[src/rtl/core/idtv_pkg.sv]
// shared types, constants and calendar helpers for the date text validator
package idtv_pkg;

    // character and length constants
    localparam int unsigned DATE_LEN      = 10;
    localparam int unsigned POS_SAT       = 11;
    localparam int unsigned QUEUE_DEPTH   = 2;
    localparam logic [7:0]  CHAR_DASH     = 8'h2D;
    localparam logic [7:0]  CHAR_ZERO     = 8'h30;
    localparam logic [7:0]  CHAR_NINE     = 8'h39;
    localparam logic [3:0]  POS_YEAR_END  = 4'd4;
    localparam logic [3:0]  POS_CENT_END  = 4'd2;
    localparam logic [3:0]  POS_DASH_HI   = 4'd7;
    localparam logic [3:0]  POS_LEN       = 4'd10;
    localparam logic [3:0]  POS_MAX       = 4'd11;

    // result status codes
    typedef enum logic [1:0] {
        ST_VALID     = 2'd0,
        ST_MALFORMED = 2'd1,
        ST_NO_DATE   = 2'd2
    } t_status;

    // one finished string, handed from front to back
    typedef struct packed {
        logic        fmt_ok;
        logic        leap;
        logic [13:0] year;
        logic [6:0]  month;
        logic [6:0]  day;
    } t_date_rec;

    // one result item
    typedef struct packed {
        logic [4:0]  day;
        logic [3:0]  month;
        logic [13:0] year;
        t_status     status;
    } t_result;

    // days in a month, zero for a month out of range
    function automatic logic [4:0] month_len(input logic [6:0] month, input logic leap);
        logic [4:0] len;
        begin
            unique case (month)
                7'd1, 7'd3, 7'd5, 7'd7, 7'd8, 7'd10, 7'd12: len = 5'd31;
                7'd4, 7'd6, 7'd9, 7'd11:                    len = 5'd30;
                7'd2:                                       len = leap ? 5'd29 : 5'd28;
                default:                                    len = 5'd0;
            endcase
            return len;
        end
    endfunction

endpackage

[src/rtl/core/iso_date_text_validator.sv]
// top level of the date text validator: front, record queue and back
//
//  channel | dir | handshake                    | payload
//  s       | in  | i_s_tvalid / o_s_tready      | i_s_tdata[7:0] char, i_s_tlast final char
//  m       | out | o_m_tvalid / i_m_tready      | o_m_tdata status, year, month, day
//
// one character per cycle; a character is classified and accumulated in the
// cycle it is taken. a result reaches o_m_tvalid after the final character
// has passed through the record queue and then the output register.
// reset is synchronous, active low, and clears the partial string and queue.
// input is held off only when the record queue is full, which needs the
// output side stalled across several finished strings.
module iso_date_text_validator #(
    parameter int unsigned QUEUE_DEPTH = idtv_pkg::QUEUE_DEPTH
) (
    input  logic        i_clk,
    input  logic        i_rst_n,
    input  logic        i_s_tvalid,
    output logic        o_s_tready,
    input  logic [7:0]  i_s_tdata,   // [7:0] char_code
    input  logic        i_s_tlast,   // last_char
    output logic        o_m_tvalid,
    input  logic        i_m_tready,
    output logic [31:0] o_m_tdata    // [1:0] status, [15:2] year_value,
                                     // [19:16] month_value, [24:20] day_value
);
    import idtv_pkg::*;

    logic       accept;
    logic       push;
    logic       pop;
    logic       q_full;
    logic       q_empty;
    t_date_rec  push_rec;
    t_date_rec  pop_rec;
    t_result    result;

    // input transfer
    assign o_s_tready = !q_full;
    assign accept     = i_s_tvalid && o_s_tready;

    idtv_front u_front (
        .i_clk    (i_clk),
        .i_rst_n  (i_rst_n),
        .i_accept (accept),
        .i_char   (i_s_tdata),
        .i_last   (i_s_tlast),
        .o_push   (push),
        .o_rec    (push_rec)
    );

    idtv_queue #(
        .DEPTH (QUEUE_DEPTH)
    ) u_queue (
        .i_clk      (i_clk),
        .i_rst_n    (i_rst_n),
        .i_push     (push),
        .i_push_rec (push_rec),
        .i_pop      (pop),
        .o_full     (q_full),
        .o_empty    (q_empty),
        .o_pop_rec  (pop_rec)
    );

    idtv_back u_back (
        .i_clk       (i_clk),
        .i_rst_n     (i_rst_n),
        .i_rec_valid (!q_empty),
        .i_rec       (pop_rec),
        .o_rec_pop   (pop),
        .o_valid     (o_m_tvalid),
        .i_ready     (i_m_tready),
        .o_result    (result)
    );

    // pack the result, padded to whole bytes
    assign o_m_tdata = {7'd0, result};

endmodule

[src/rtl/core/idtv_front.sv]
// front part: takes characters, checks the format and accumulates the fields
module idtv_front (
    input  logic                  i_clk,
    input  logic                  i_rst_n,
    input  logic                  i_accept,
    input  logic [7:0]            i_char,
    input  logic                  i_last,
    output logic                  o_push,
    output idtv_pkg::t_date_rec   o_rec
);
    import idtv_pkg::*;

    logic [3:0]  r_pos,   n_pos;
    logic        r_bad,   n_bad;
    logic [13:0] r_year,  n_year;
    logic [6:0]  r_month, n_month;
    logic [6:0]  r_day,   n_day;
    logic [6:0]  r_cent,  n_cent;
    logic [6:0]  r_yrlo,  n_yrlo;
    logic        digit;
    logic [3:0]  dv;

    assign digit = (i_char >= CHAR_ZERO) && (i_char <= CHAR_NINE);
    assign dv    = i_char[3:0];

    // classify the character by position and accumulate digits
    always_comb begin
        n_bad   = r_bad;
        n_year  = r_year;
        n_month = r_month;
        n_day   = r_day;
        n_cent  = r_cent;
        n_yrlo  = r_yrlo;
        priority if (r_pos >= POS_LEN) begin
            n_bad = 1'b1;
        end else if (r_pos == POS_YEAR_END || r_pos == POS_DASH_HI) begin
            if (i_char != CHAR_DASH) n_bad = 1'b1;
        end else if (!digit) begin
            n_bad = 1'b1;
        end else if (r_pos < POS_YEAR_END) begin
            n_year = {r_year[10:0], 3'b000} + {r_year[12:0], 1'b0} + {10'd0, dv};
            if (r_pos < POS_CENT_END) begin
                n_cent = {r_cent[3:0], 3'b000} + {r_cent[5:0], 1'b0} + {3'd0, dv};
            end else begin
                n_yrlo = {r_yrlo[3:0], 3'b000} + {r_yrlo[5:0], 1'b0} + {3'd0, dv};
            end
        end else if (r_pos < POS_DASH_HI) begin
            n_month = {r_month[3:0], 3'b000} + {r_month[5:0], 1'b0} + {3'd0, dv};
        end else begin
            n_day = {r_day[3:0], 3'b000} + {r_day[5:0], 1'b0} + {3'd0, dv};
        end
        n_pos = (r_pos < POS_MAX) ? r_pos + 4'd1 : POS_MAX;
    end

    // finished string record; leap year from the two digit pairs
    always_comb begin
        o_push       = i_accept && i_last;
        o_rec.fmt_ok = !n_bad && (n_pos == POS_LEN);
        o_rec.leap   = (n_yrlo == 7'd0) ? (n_cent[1:0] == 2'b00) : (n_yrlo[1:0] == 2'b00);
        o_rec.year   = n_year;
        o_rec.month  = n_month;
        o_rec.day    = n_day;
    end

    // string state, cleared after the final character
    always_ff @(posedge i_clk) begin
        if (!i_rst_n || (i_accept && i_last)) begin
            r_pos   <= '0;
            r_bad   <= 1'b0;
            r_year  <= '0;
            r_month <= '0;
            r_day   <= '0;
            r_cent  <= '0;
            r_yrlo  <= '0;
        end else if (i_accept) begin
            r_pos   <= n_pos;
            r_bad   <= n_bad;
            r_year  <= n_year;
            r_month <= n_month;
            r_day   <= n_day;
            r_cent  <= n_cent;
            r_yrlo  <= n_yrlo;
        end
    end

endmodule

[src/rtl/core/idtv_queue.sv]
// short queue of finished string records between front and back
module idtv_queue #(
    parameter int unsigned DEPTH = idtv_pkg::QUEUE_DEPTH
) (
    input  logic                  i_clk,
    input  logic                  i_rst_n,
    input  logic                  i_push,
    input  idtv_pkg::t_date_rec   i_push_rec,
    input  logic                  i_pop,
    output logic                  o_full,
    output logic                  o_empty,
    output idtv_pkg::t_date_rec   o_pop_rec
);
    import idtv_pkg::*;

    localparam int unsigned AW = (DEPTH > 1) ? $clog2(DEPTH) : 1;
    localparam int unsigned CW = $clog2(DEPTH + 1);
    localparam logic [AW-1:0] LAST_IDX = AW'(DEPTH - 1);
    localparam logic [CW-1:0] FULL_CNT = CW'(DEPTH);

    t_date_rec       r_mem [DEPTH];
    logic [AW-1:0]   r_wr_ptr, r_rd_ptr;
    logic [CW-1:0]   r_count;
    logic            do_push, do_pop;

    assign o_full    = (r_count == FULL_CNT);
    assign o_empty   = (r_count == '0);
    assign o_pop_rec = r_mem[r_rd_ptr];
    assign do_push   = i_push && !o_full;
    assign do_pop    = i_pop && !o_empty;

    // entry storage
    always_ff @(posedge i_clk) begin
        if (do_push) r_mem[r_wr_ptr] <= i_push_rec;
    end

    // pointers and fill count
    always_ff @(posedge i_clk) begin
        if (!i_rst_n) begin
            r_wr_ptr <= '0;
            r_rd_ptr <= '0;
            r_count  <= '0;
        end else begin
            if (do_push) r_wr_ptr <= (r_wr_ptr == LAST_IDX) ? '0 : r_wr_ptr + AW'(1);
            if (do_pop)  r_rd_ptr <= (r_rd_ptr == LAST_IDX) ? '0 : r_rd_ptr + AW'(1);
            if (do_push && !do_pop)      r_count <= r_count + CW'(1);
            else if (do_pop && !do_push) r_count <= r_count - CW'(1);
        end
    end

endmodule

[src/rtl/core/idtv_back.sv]
// back part: calendar check and registered result output
module idtv_back (
    input  logic                  i_clk,
    input  logic                  i_rst_n,
    input  logic                  i_rec_valid,
    input  idtv_pkg::t_date_rec   i_rec,
    output logic                  o_rec_pop,
    output logic                  o_valid,
    input  logic                  i_ready,
    output idtv_pkg::t_result     o_result
);
    import idtv_pkg::*;

    logic       r_valid;
    t_result    r_result, n_result;
    logic [4:0] mlen;
    logic       load;

    assign mlen      = month_len(i_rec.month, i_rec.leap);
    assign load      = i_rec_valid && (!r_valid || i_ready);
    assign o_rec_pop = load;
    assign o_valid   = r_valid;
    assign o_result  = r_result;

    // status and fields of the next result
    always_comb begin
        n_result = '0;
        priority if (!i_rec.fmt_ok) begin
            n_result.status = ST_MALFORMED;
        end else if (mlen != 5'd0 && i_rec.day != 7'd0 && i_rec.day <= {2'b00, mlen}) begin
            n_result.status = ST_VALID;
            n_result.year   = i_rec.year;
            n_result.month  = i_rec.month[3:0];
            n_result.day    = i_rec.day[4:0];
        end else begin
            n_result.status = ST_NO_DATE;
        end
    end

    // output register valid flag
    always_ff @(posedge i_clk) begin
        if (!i_rst_n) begin
            r_valid <= 1'b0;
        end else if (load) begin
            r_valid <= 1'b1;
        end else if (i_ready) begin
            r_valid <= 1'b0;
        end
    end

    // output payload
    always_ff @(posedge i_clk) begin
        if (load) r_result <= n_result;
    end

endmodule

[config.mk]
export PLATFORM = sky130hd
export DESIGN_NAME = iso_date_text_validator
export DESIGN_NICKNAME = d
export VERILOG_FILES = /design/src/rtl/core/idtv_pkg.sv /design/src/rtl/core/iso_date_text_validator.sv /design/src/rtl/core/idtv_front.sv /design/src/rtl/core/idtv_queue.sv /design/src/rtl/core/idtv_back.sv
export SDC_FILE = /design/constraint.sdc
export NUM_CORES = 1
export LEC_CHECK = 0
export ABC_AREA = 1
export BUFFER_PORTS_ARGS = -buffer_cell sky130_fd_sc_hd__buf_2
export CAP_MARGIN = 10
export CORE_MARGIN = 4
export CORE_UTILIZATION = 45
export CTS_CLUSTER_SIZE = 20
export DETAILED_ROUTE_END_ITERATION = 12
export SKIP_LAST_GASP = 1
export SLEW_MARGIN = 20
export SYNTH_ARGS = -nofsm -noshare
export SYNTH_HDL_FRONTEND = slang
export SYNTH_HIERARCHICAL = 1
export SYNTH_SLANG_ARGS = --single-unit
[constraint.sdc]
create_clock -name i_clk -period 2.6 [get_ports i_clk]
set_input_delay 0.52 -clock i_clk [delete_from_list [all_inputs] [get_ports i_clk]]
set_output_delay 0.52 -clock i_clk [all_outputs]
set_load 0.005 [all_outputs]
==> results of run 1 <==
-- worst reg2reg max path: stages, from the launching register on --
cell and delay (ps):
dfxtp_2 340, buf_12 130, buf_8 130, mux2_4 340, xor2_1 150, nand2_1 110
nand3_2 120, inv_4 110, ha_4 210, a21oi_2 100, nand2_1 50, nand2_1 50
nand2_1 50, nand2_2 90, nand4_4 120, buf_12 170, buf_16 130, nor2_2 70
-- where the power goes --
part	switching, W	leakage, nW	internal, W
Clock	0.000930	0.283	0.00144
Combinational	0.00166	2.90	0.00119
Sequential	0.000203	1.20	0.00284
-- metrics by stage --
stage,std cells,worst slack (ps),hold WS [ps],total power (W),util
2_1_floorplan,875,-46.6,467,0.00492,-
3_3_place_gp,1133,-133,482,0.00569,0.495
3_5_place_dp,1133,-151,492,0.00571,0.495
4_1_cts,1174,-47.5,361,0.00832,0.545
5_1_grt,1175,-213,382,0.00884,0.546
6_report,1175,-15.6,378,0.00825,0.546
-- timing repair --
item	CTS	global route
gates cloned	2	0
pin swaps	11	5
buffers inserted	7	1
endpoints found under the setup margin	23	24
resized for setup	33	2
-- sequential cells by signal (all words and copies together), names as in the netlist, named ones only --
| name | count |
|---|---|
| u_queue/r_rd_ptr | 1 |
| u_back/o_valid | 1 |
| u_front/r_cent | 2 |
| u_back/o_result | 25 |
| u_queue/r_count | 2 |
| u_queue/r_mem | 60 |
| u_front/r_pos | 4 |
| u_front/r_month | 7 |
| u_front/r_year | 14 |
| u_front/r_yrlo | 7 |
| u_queue/r_wr_ptr | 1 |
| u_front/r_bad | 1 |
| u_front/r_day | 7 |
-- metal layers --
layer | up-vias | GRT usage
met1 | 2536 | 0.237
met5 | - | 0
met4 | 0 | 0.0484
met2 | 116 | 0.249
met3 | 16 | 0.0363
li1 | 2965 | -
-- worst max-delay path by stage --
stage                           endpoint  slack (ps)
floorplan            u_queue/r_mem[1][0]         -50
global placement    u_queue/r_mem[1][23]        -130
detailed placement  u_queue/r_mem[1][28]        -150
CTS                  u_back/o_result[10]         -50
global route         u_back/o_result[20]        -210
finish               u_back/o_result[10]         -20
-- cell usage in the layout, fill, tap and decap left out, types with 4 or more instances in the layout --
cell type	instances
buf_6	4
nand4_1	11
ha_1	51
xor2_1	10
inv_6	4
conb_1	7
buf_2	39
nor2_1	59
a21oi_1	35
mux2_4	4
nand2_2	4
inv_1	151
dfxtp_1	47
nor2_4	11
nor2_2	22
clkbuf_16	17
buf_12	4
fa_1	8
inv_2	7
nand3_1	40
nand2_1	176
mux2_2	26
o21ai_0	36
o21ai_1	15
edfxtp_1	85
buf_4	24
nand3b_1	4
o211ai_1	8
-- synth_stat cells, types with 11 or more instances --
cell      instances  area, µm²
inv_1           152        571
nor2_2           25        156
a21oi_1          37        185
nand3_1          40        200
mux2_2           30        338
o21ai_0          36        180
nor2_1           65        244
nand2_1         179        672
dfxtp_1          48        961
edfxtp_1         85       2550
nand4_1          11       68.8
o21ai_1          15       75.1
ha_1             54        676
-- layout make-up --
class                           count  area, µm²  share of cell area
Multi-Input combinational cell    557       3540               0.390
Inverter                          159        599              0.0659
Timing Repair Buffer               74        571              0.0628
Tap cell                          220        275              0.0303
Sequential cell                   133       3510               0.387
Clock inverter                     14        150              0.0165
Clock buffer                       18        439              0.0483
-- cells by family (layout without fill, tap and decap cells) --
logic type	count (synthesis)	count (layout)	synth area share
XOR/XNOR	13	13	0.0149
adder cells (fa/ha/maj)	62	62	0.109
AND/OR/NAND/NOR	339	339	0.197
multiplexers	30	30	0.0441
other	1	7	0.000489
AO/OA/AOI/OAI	106	106	0.0769
flip-flops	133	133	0.458
buffers and inverters	185	265	0.0989
==> summary.md, run 1 <==
| Metric | Value |
|---|---|
| Syn avg cell area | around 8.8 µm² |
| Initial Utilization | 0.460 |
| Yosys warnings | 6 |
| Max FO, Critical Path | 6 |
| IR Drop Worst-Case VDD | just over 500 µV |
| Power density over cell area | between 900 and 1000 mW/mm² |
| Failing checks | negative setup slack |
| Status | finished with violations |
| Leading register cell type out of synthesis | edfxtp_1 |
| Met3 wire length | just over 800 µm |
| Min-Delay Endpoint | u_back/o_valid |
| Drt pass-1 iters | 5 |
| Fmax | approximately 380 MHz |
| Crit path DAT | roughly 2900 ps |
| Clock Latency Late Sink | approximately 420 ps |
| CTS root buf | clkbuf_16 |
| Cell count after synthesis | 869 |
| Startpoint types | flop |
| Routed wl met2 | 6680 µm |
| Tmin final | about 2600 ps |
| Req. time, crit path | just under 3000 ps |
| # diodes | 0 |
| Clk buf depth | 2 |
| Cell repeated most along the worst path | nand2_1 |
| Max_cap viols | 0 |
| DRC | 0 |
| Max stage delay on crit path | approximately 340 ps |
| CP max stage cell | dfxtp_2 |
| Worst path depth | 17 |
| CTS sink count | between 100 and 150 |
| Post-CTS Hold Buffers | 0 |
| Post-synth EDFFs | 85 |
| CTS tree | done |
| CP Capture Type | flop |
| Die height | ~140 µm |
| WL final | around 15000 µm |
| M1 WL | approximately 7500 µm |
| RSZ-0062 raised after global routing | yes |
| Sequential element share of the synthesized area | 0.458 |
| Area growth syn-to-layout | 18.6% |
| Largest net degree at the start of global routing | between 50 and 60 |
| # nets final | 1017 |
| Relative max-transition margin | 0.553 |
| Final count of hold timing violations | 0 |
| Drt wl/cell | ~13 µm |
| I/O Buffers | 39 |
| Number of synthesized register bits | between 100 and 150 |
| Top delay family on crit path | buffers and inverters |
| Die X | between 100 and 150 µm |
| Asr flop ratio synth | 0 |
| Total CTS buffers | 17 |
| Design area | between 0.009 and 0.01 mm² |
| Via count | 5633 |
| Crit path kind | flop to flop |
| RePlAce Congestion | between 0.9 and 1 |
| Vias per cell | 4.79 |
| Post-DP HPWL | 10600 µm |
| HP Class | input pin to flop |
| Leakage | 4.38 nW |
| Io pins | 47 |
| Slew @ Worst Pin | 670 ps |
| Count of cell types in the netlist | 43 |
| DP Area | 0.00823 mm² |
| Worst Reg-to-Reg Cells | 17 |
| Initial antenna violation count | 0 |
| Layout cell share with drive strength beyond 1 | 0.209 |
| GRT Total Usage | 0.164 |
| Slew Limit Fails | 0 |
| # fillers | ~1500 |
| Top layer in use | met4 |
| Hold Path Stages | 4 |
| Final worst path period share | 1.01 |
| Reg-to-reg slack, setup | -20 ps |
| Final ANT Viol Nets | 0 |
| WP buf/inv | 5 |
| Die ar. | about 0.019 mm² |
| Setup ws final | -15.6 ps |
| TNS Setup | -155 ps |
| First-pass GRT wire length | about 25000 µm |
| Max Clock Skew | ~6.1 ps |
| Vias in the first global route | 5092 |
| Core Rows | 47 |
| HP Start | i_m_tready |
| Initial DRC count | ~340 |
| Grt ovf | 0 |
| Post-Syn Area | between 0.007 and 0.008 mm² |
| FF-to-FF End | u_back/o_result[10] |
| # setup viols final | 19 |
| Clock transition at path regs | 60 ps |
| Cell Chain, Critical Path | buf_12, buf_8, mux2_4, xor2_1, nand2_1, nand3_2, inv_4, ha_4, a21oi_2, nand2_1, nand2_1, nand2_1, nand2_2, nand4_4, buf_12, buf_16, nor2_2 |
| Core Area | between 0.015 and 0.02 mm² |
| Total number of H-tree levels | 4 |
No activity file was read; power rests on OpenSTA's default activity.
==> run 2: changes to the inputs <==
- CORE_ASPECT_RATIO: default -> 1.25
- CTS_BUF_LIST: default -> sky130_fd_sc_hd__clkbuf_8
- MAX_ROUTING_LAYER: default -> met4
==> summary.md, run 2 (same netlist as run 1, synthesis figures left out) <==
| Metric | Value |
|---|---|
| Status | finished with violations |
| Failing checks | negative setup slack |
| HP Class | input pin to flop |
| Dpl cells | between 1000 and 1500 |
| Psw | roughly 0.0027 W |
| Commonest non-fill, non-tap cell in the layout | nand2_1 |
| Clk buf depth | 2 |
| CTS sink count | about 130 |
| CTS root buf | clkbuf_8 |
| Drt pass-1 iters | 5 |
| DP Area | slightly above 0.008 mm² |
| Tmin final | ~2600 ps |
| Combinational power share | 0.369 |
| Fin util | 0.526 |
| Leakage | 4.25 nW |
| Die height | around 150 µm |
| Io pins | 47 |
| Top delay family on crit path | simple AND/OR/NAND/NOR gates |
| Final count of hold timing violations | 0 |
| Post-DP HPWL | 10800 µm |
| Vias per cell | about 4.8 |
| # nets final | between 1000 and 1500 |
| Final ANT Viol Nets | 0 |
| Core Rows | between 50 and 60 |
| GRT Total Usage | 0.167 |
| Vias in the first global route | 5257 |
| DRC | 0 |
| Fmax | 379 MHz |
| Total number of H-tree levels | 4 |
| Largest net degree at the start of global routing | 53 |
| CP Capture Type | flop |
| Core Area | between 0.015 and 0.02 mm² |
| Setup ws final | -37.3 ps |
| Biggest register | u_queue/r_mem |
| Layout cell share with drive strength beyond 1 | 0.205 |
| Relative max-transition margin | 0.532 |
| Clock transition at path regs | ~80 ps |
| Initial DRC count | approximately 310 |
| Max FO, Critical Path | 8 |
| Post-CTS Hold Buffers | 0 |
| Grt ovf | 0 |
| First-pass GRT wire length | between 20000 and 30000 µm |
| Design area | around 0.0088 mm² |
| Slew @ Worst Pin | about 700 ps |
| Max_cap viols | 0 |
| # setup viols final | 18 |
| I/O Buffers | 39 |
| Post-CTS Setup Inserts | 0 |
| Most frequent cells in the layout | 175 x nand2_1, 152 x inv_1, 85 x edfxtp_1 |
| RePlAce Congestion | 0.877 |
| Die X | 125 µm |
| # fillers | between 1500 and 2000 |
| Max FFs per register | 60 |
| Initial antenna violation count | 0 |
| Int Pwr | 0.00481 W |
| IR Drop Worst-Case VDD | about 370 µV |
| WL final | ~15000 µm |
| # diodes | 0 |
| Drt wl/cell | 12.9 µm |
| CTS tree | done |
| Die ar. | 0.0192 mm² |
| Power density over cell area | between 800 and 900 mW/mm² |
| CP max stage cell | mux2_2 |
| Crit path DAT | a little under 3000 ps |
| Max Clock Skew | 11.9 ps |
| Crit path kind | flop to flop |
| WP buf/inv | 3 |
| Area growth syn-to-layout | 15.1% |
| Clock network power share | 0.227 |
| Via count | 5631 |
| Req. time, crit path | around 2900 ps |
| Switching share of total power | 0.360 |
| Non-filler instance count after layout | 1172 |
| Initial Utilization | 0.457 |
| Startpoint types | flop |
| Clock Latency Late Sink | ~450 ps |
| Slew Limit Fails | 0 |
| Final worst path period share | 1.01 |
| RSZ-0062 raised after global routing | yes |
| Cell Chain, Critical Path | buf_12, mux2_2, nor2_1, nand4_1, nand3_4, inv_6, ha_4, nand2_4, nor2_4, nand4_1, nand2_2, nand4_4, clkbuf_16, nor2_4 |
| Total CTS buffers | 17 |
| Sequential Power Share | 0.404 |
| Max stage delay on crit path | roughly 370 ps |
run 2: cell count changes in the layout (fill, tap and decap cells not counted), sizes merged:
cell	delta
buf	-4
clkinv	-2
clkinvlp	+2
inv	+1
run 2: worst paths after layout:
| path | from | to | slack (ps) | cells after the start |
|---|---|---|---|---|
| setup / recovery | flop | u_back/o_result[15] | -40 | 14 |
| hold / removal | i_m_tready | u_back/o_valid | 350 | 4 |
| setup reg to reg | flop | u_back/o_result[15] | -40 | 14 |
| hold reg to reg | u_back/o_valid | u_back/o_valid | 500 | 2 |
run 2: worst register-to-register path, stage by stage (launching register included):
cell and delay [ps]:
dfxtp_2 350, buf_12 130, mux2_2 380, nor2_1 130, nand4_1 180, nand3_4 160
inv_6 50, ha_4 270, nand2_4 50, nor2_4 80, nand4_1 120, nand2_2 120
nand4_4 180, clkbuf_16 250, nor2_4 70
run 2: timing repair:
| item | CTS | global route |
|---|---|---|
| pin swaps | 1 | 8 |
| cloned | 0 | 1 |
| setup endpoints to repair | 24 | 24 |
| gates resized for setup | 11 | 21 |
run 2: stage by stage:
step | setup WS [ps] | hold slack, ps | TNS (ps) | power [W]
2_1_floorplan | -46.6 | 467 | -2800 | 0.00492
3_3_place_gp | -156 | 477 | -5340 | 0.00568
3_5_place_dp | -152 | 489 | -6450 | 0.00572
4_1_cts | -21.4 | 307 | -103 | 0.00750
5_1_grt | -192 | 332 | -4020 | 0.00811
6_report | -37.3 | 347 | -296 | 0.00751
run 2: layer usage:
layer,global-route usage,vias to the layer above,wire length [µm]
met1,0.205,2564,6990
li1,-,2960,-
met4,0.0580,0,194
met2,0.277,94,7380
met5,-,-,0
met3,0.0334,13,546
run 2: layout make-up:
class	instances	area [µm²]	share of cell area
inverter	159	602	0.0682
timing repair buffer	71	485	0.0550
sequential	133	3510	0.398
tap	220	275	0.0312
clock inverter	15	155	0.0176
multi-input combinational	557	3560	0.403
clock buffer	17	234	0.0265
run 2: power by group through the flow:
stage	clock network, W	registers [W]	logic (W)
3_5_place_dp	0	0.00308	0.00264
2_1_floorplan	0	0.00308	0.00184
6_report	0.00171	0.00303	0.00277
4_1_cts	0.00176	0.00304	0.00270
5_1_grt	0.00186	0.00309	0.00316
3_3_place_gp	0	0.00307	0.00261
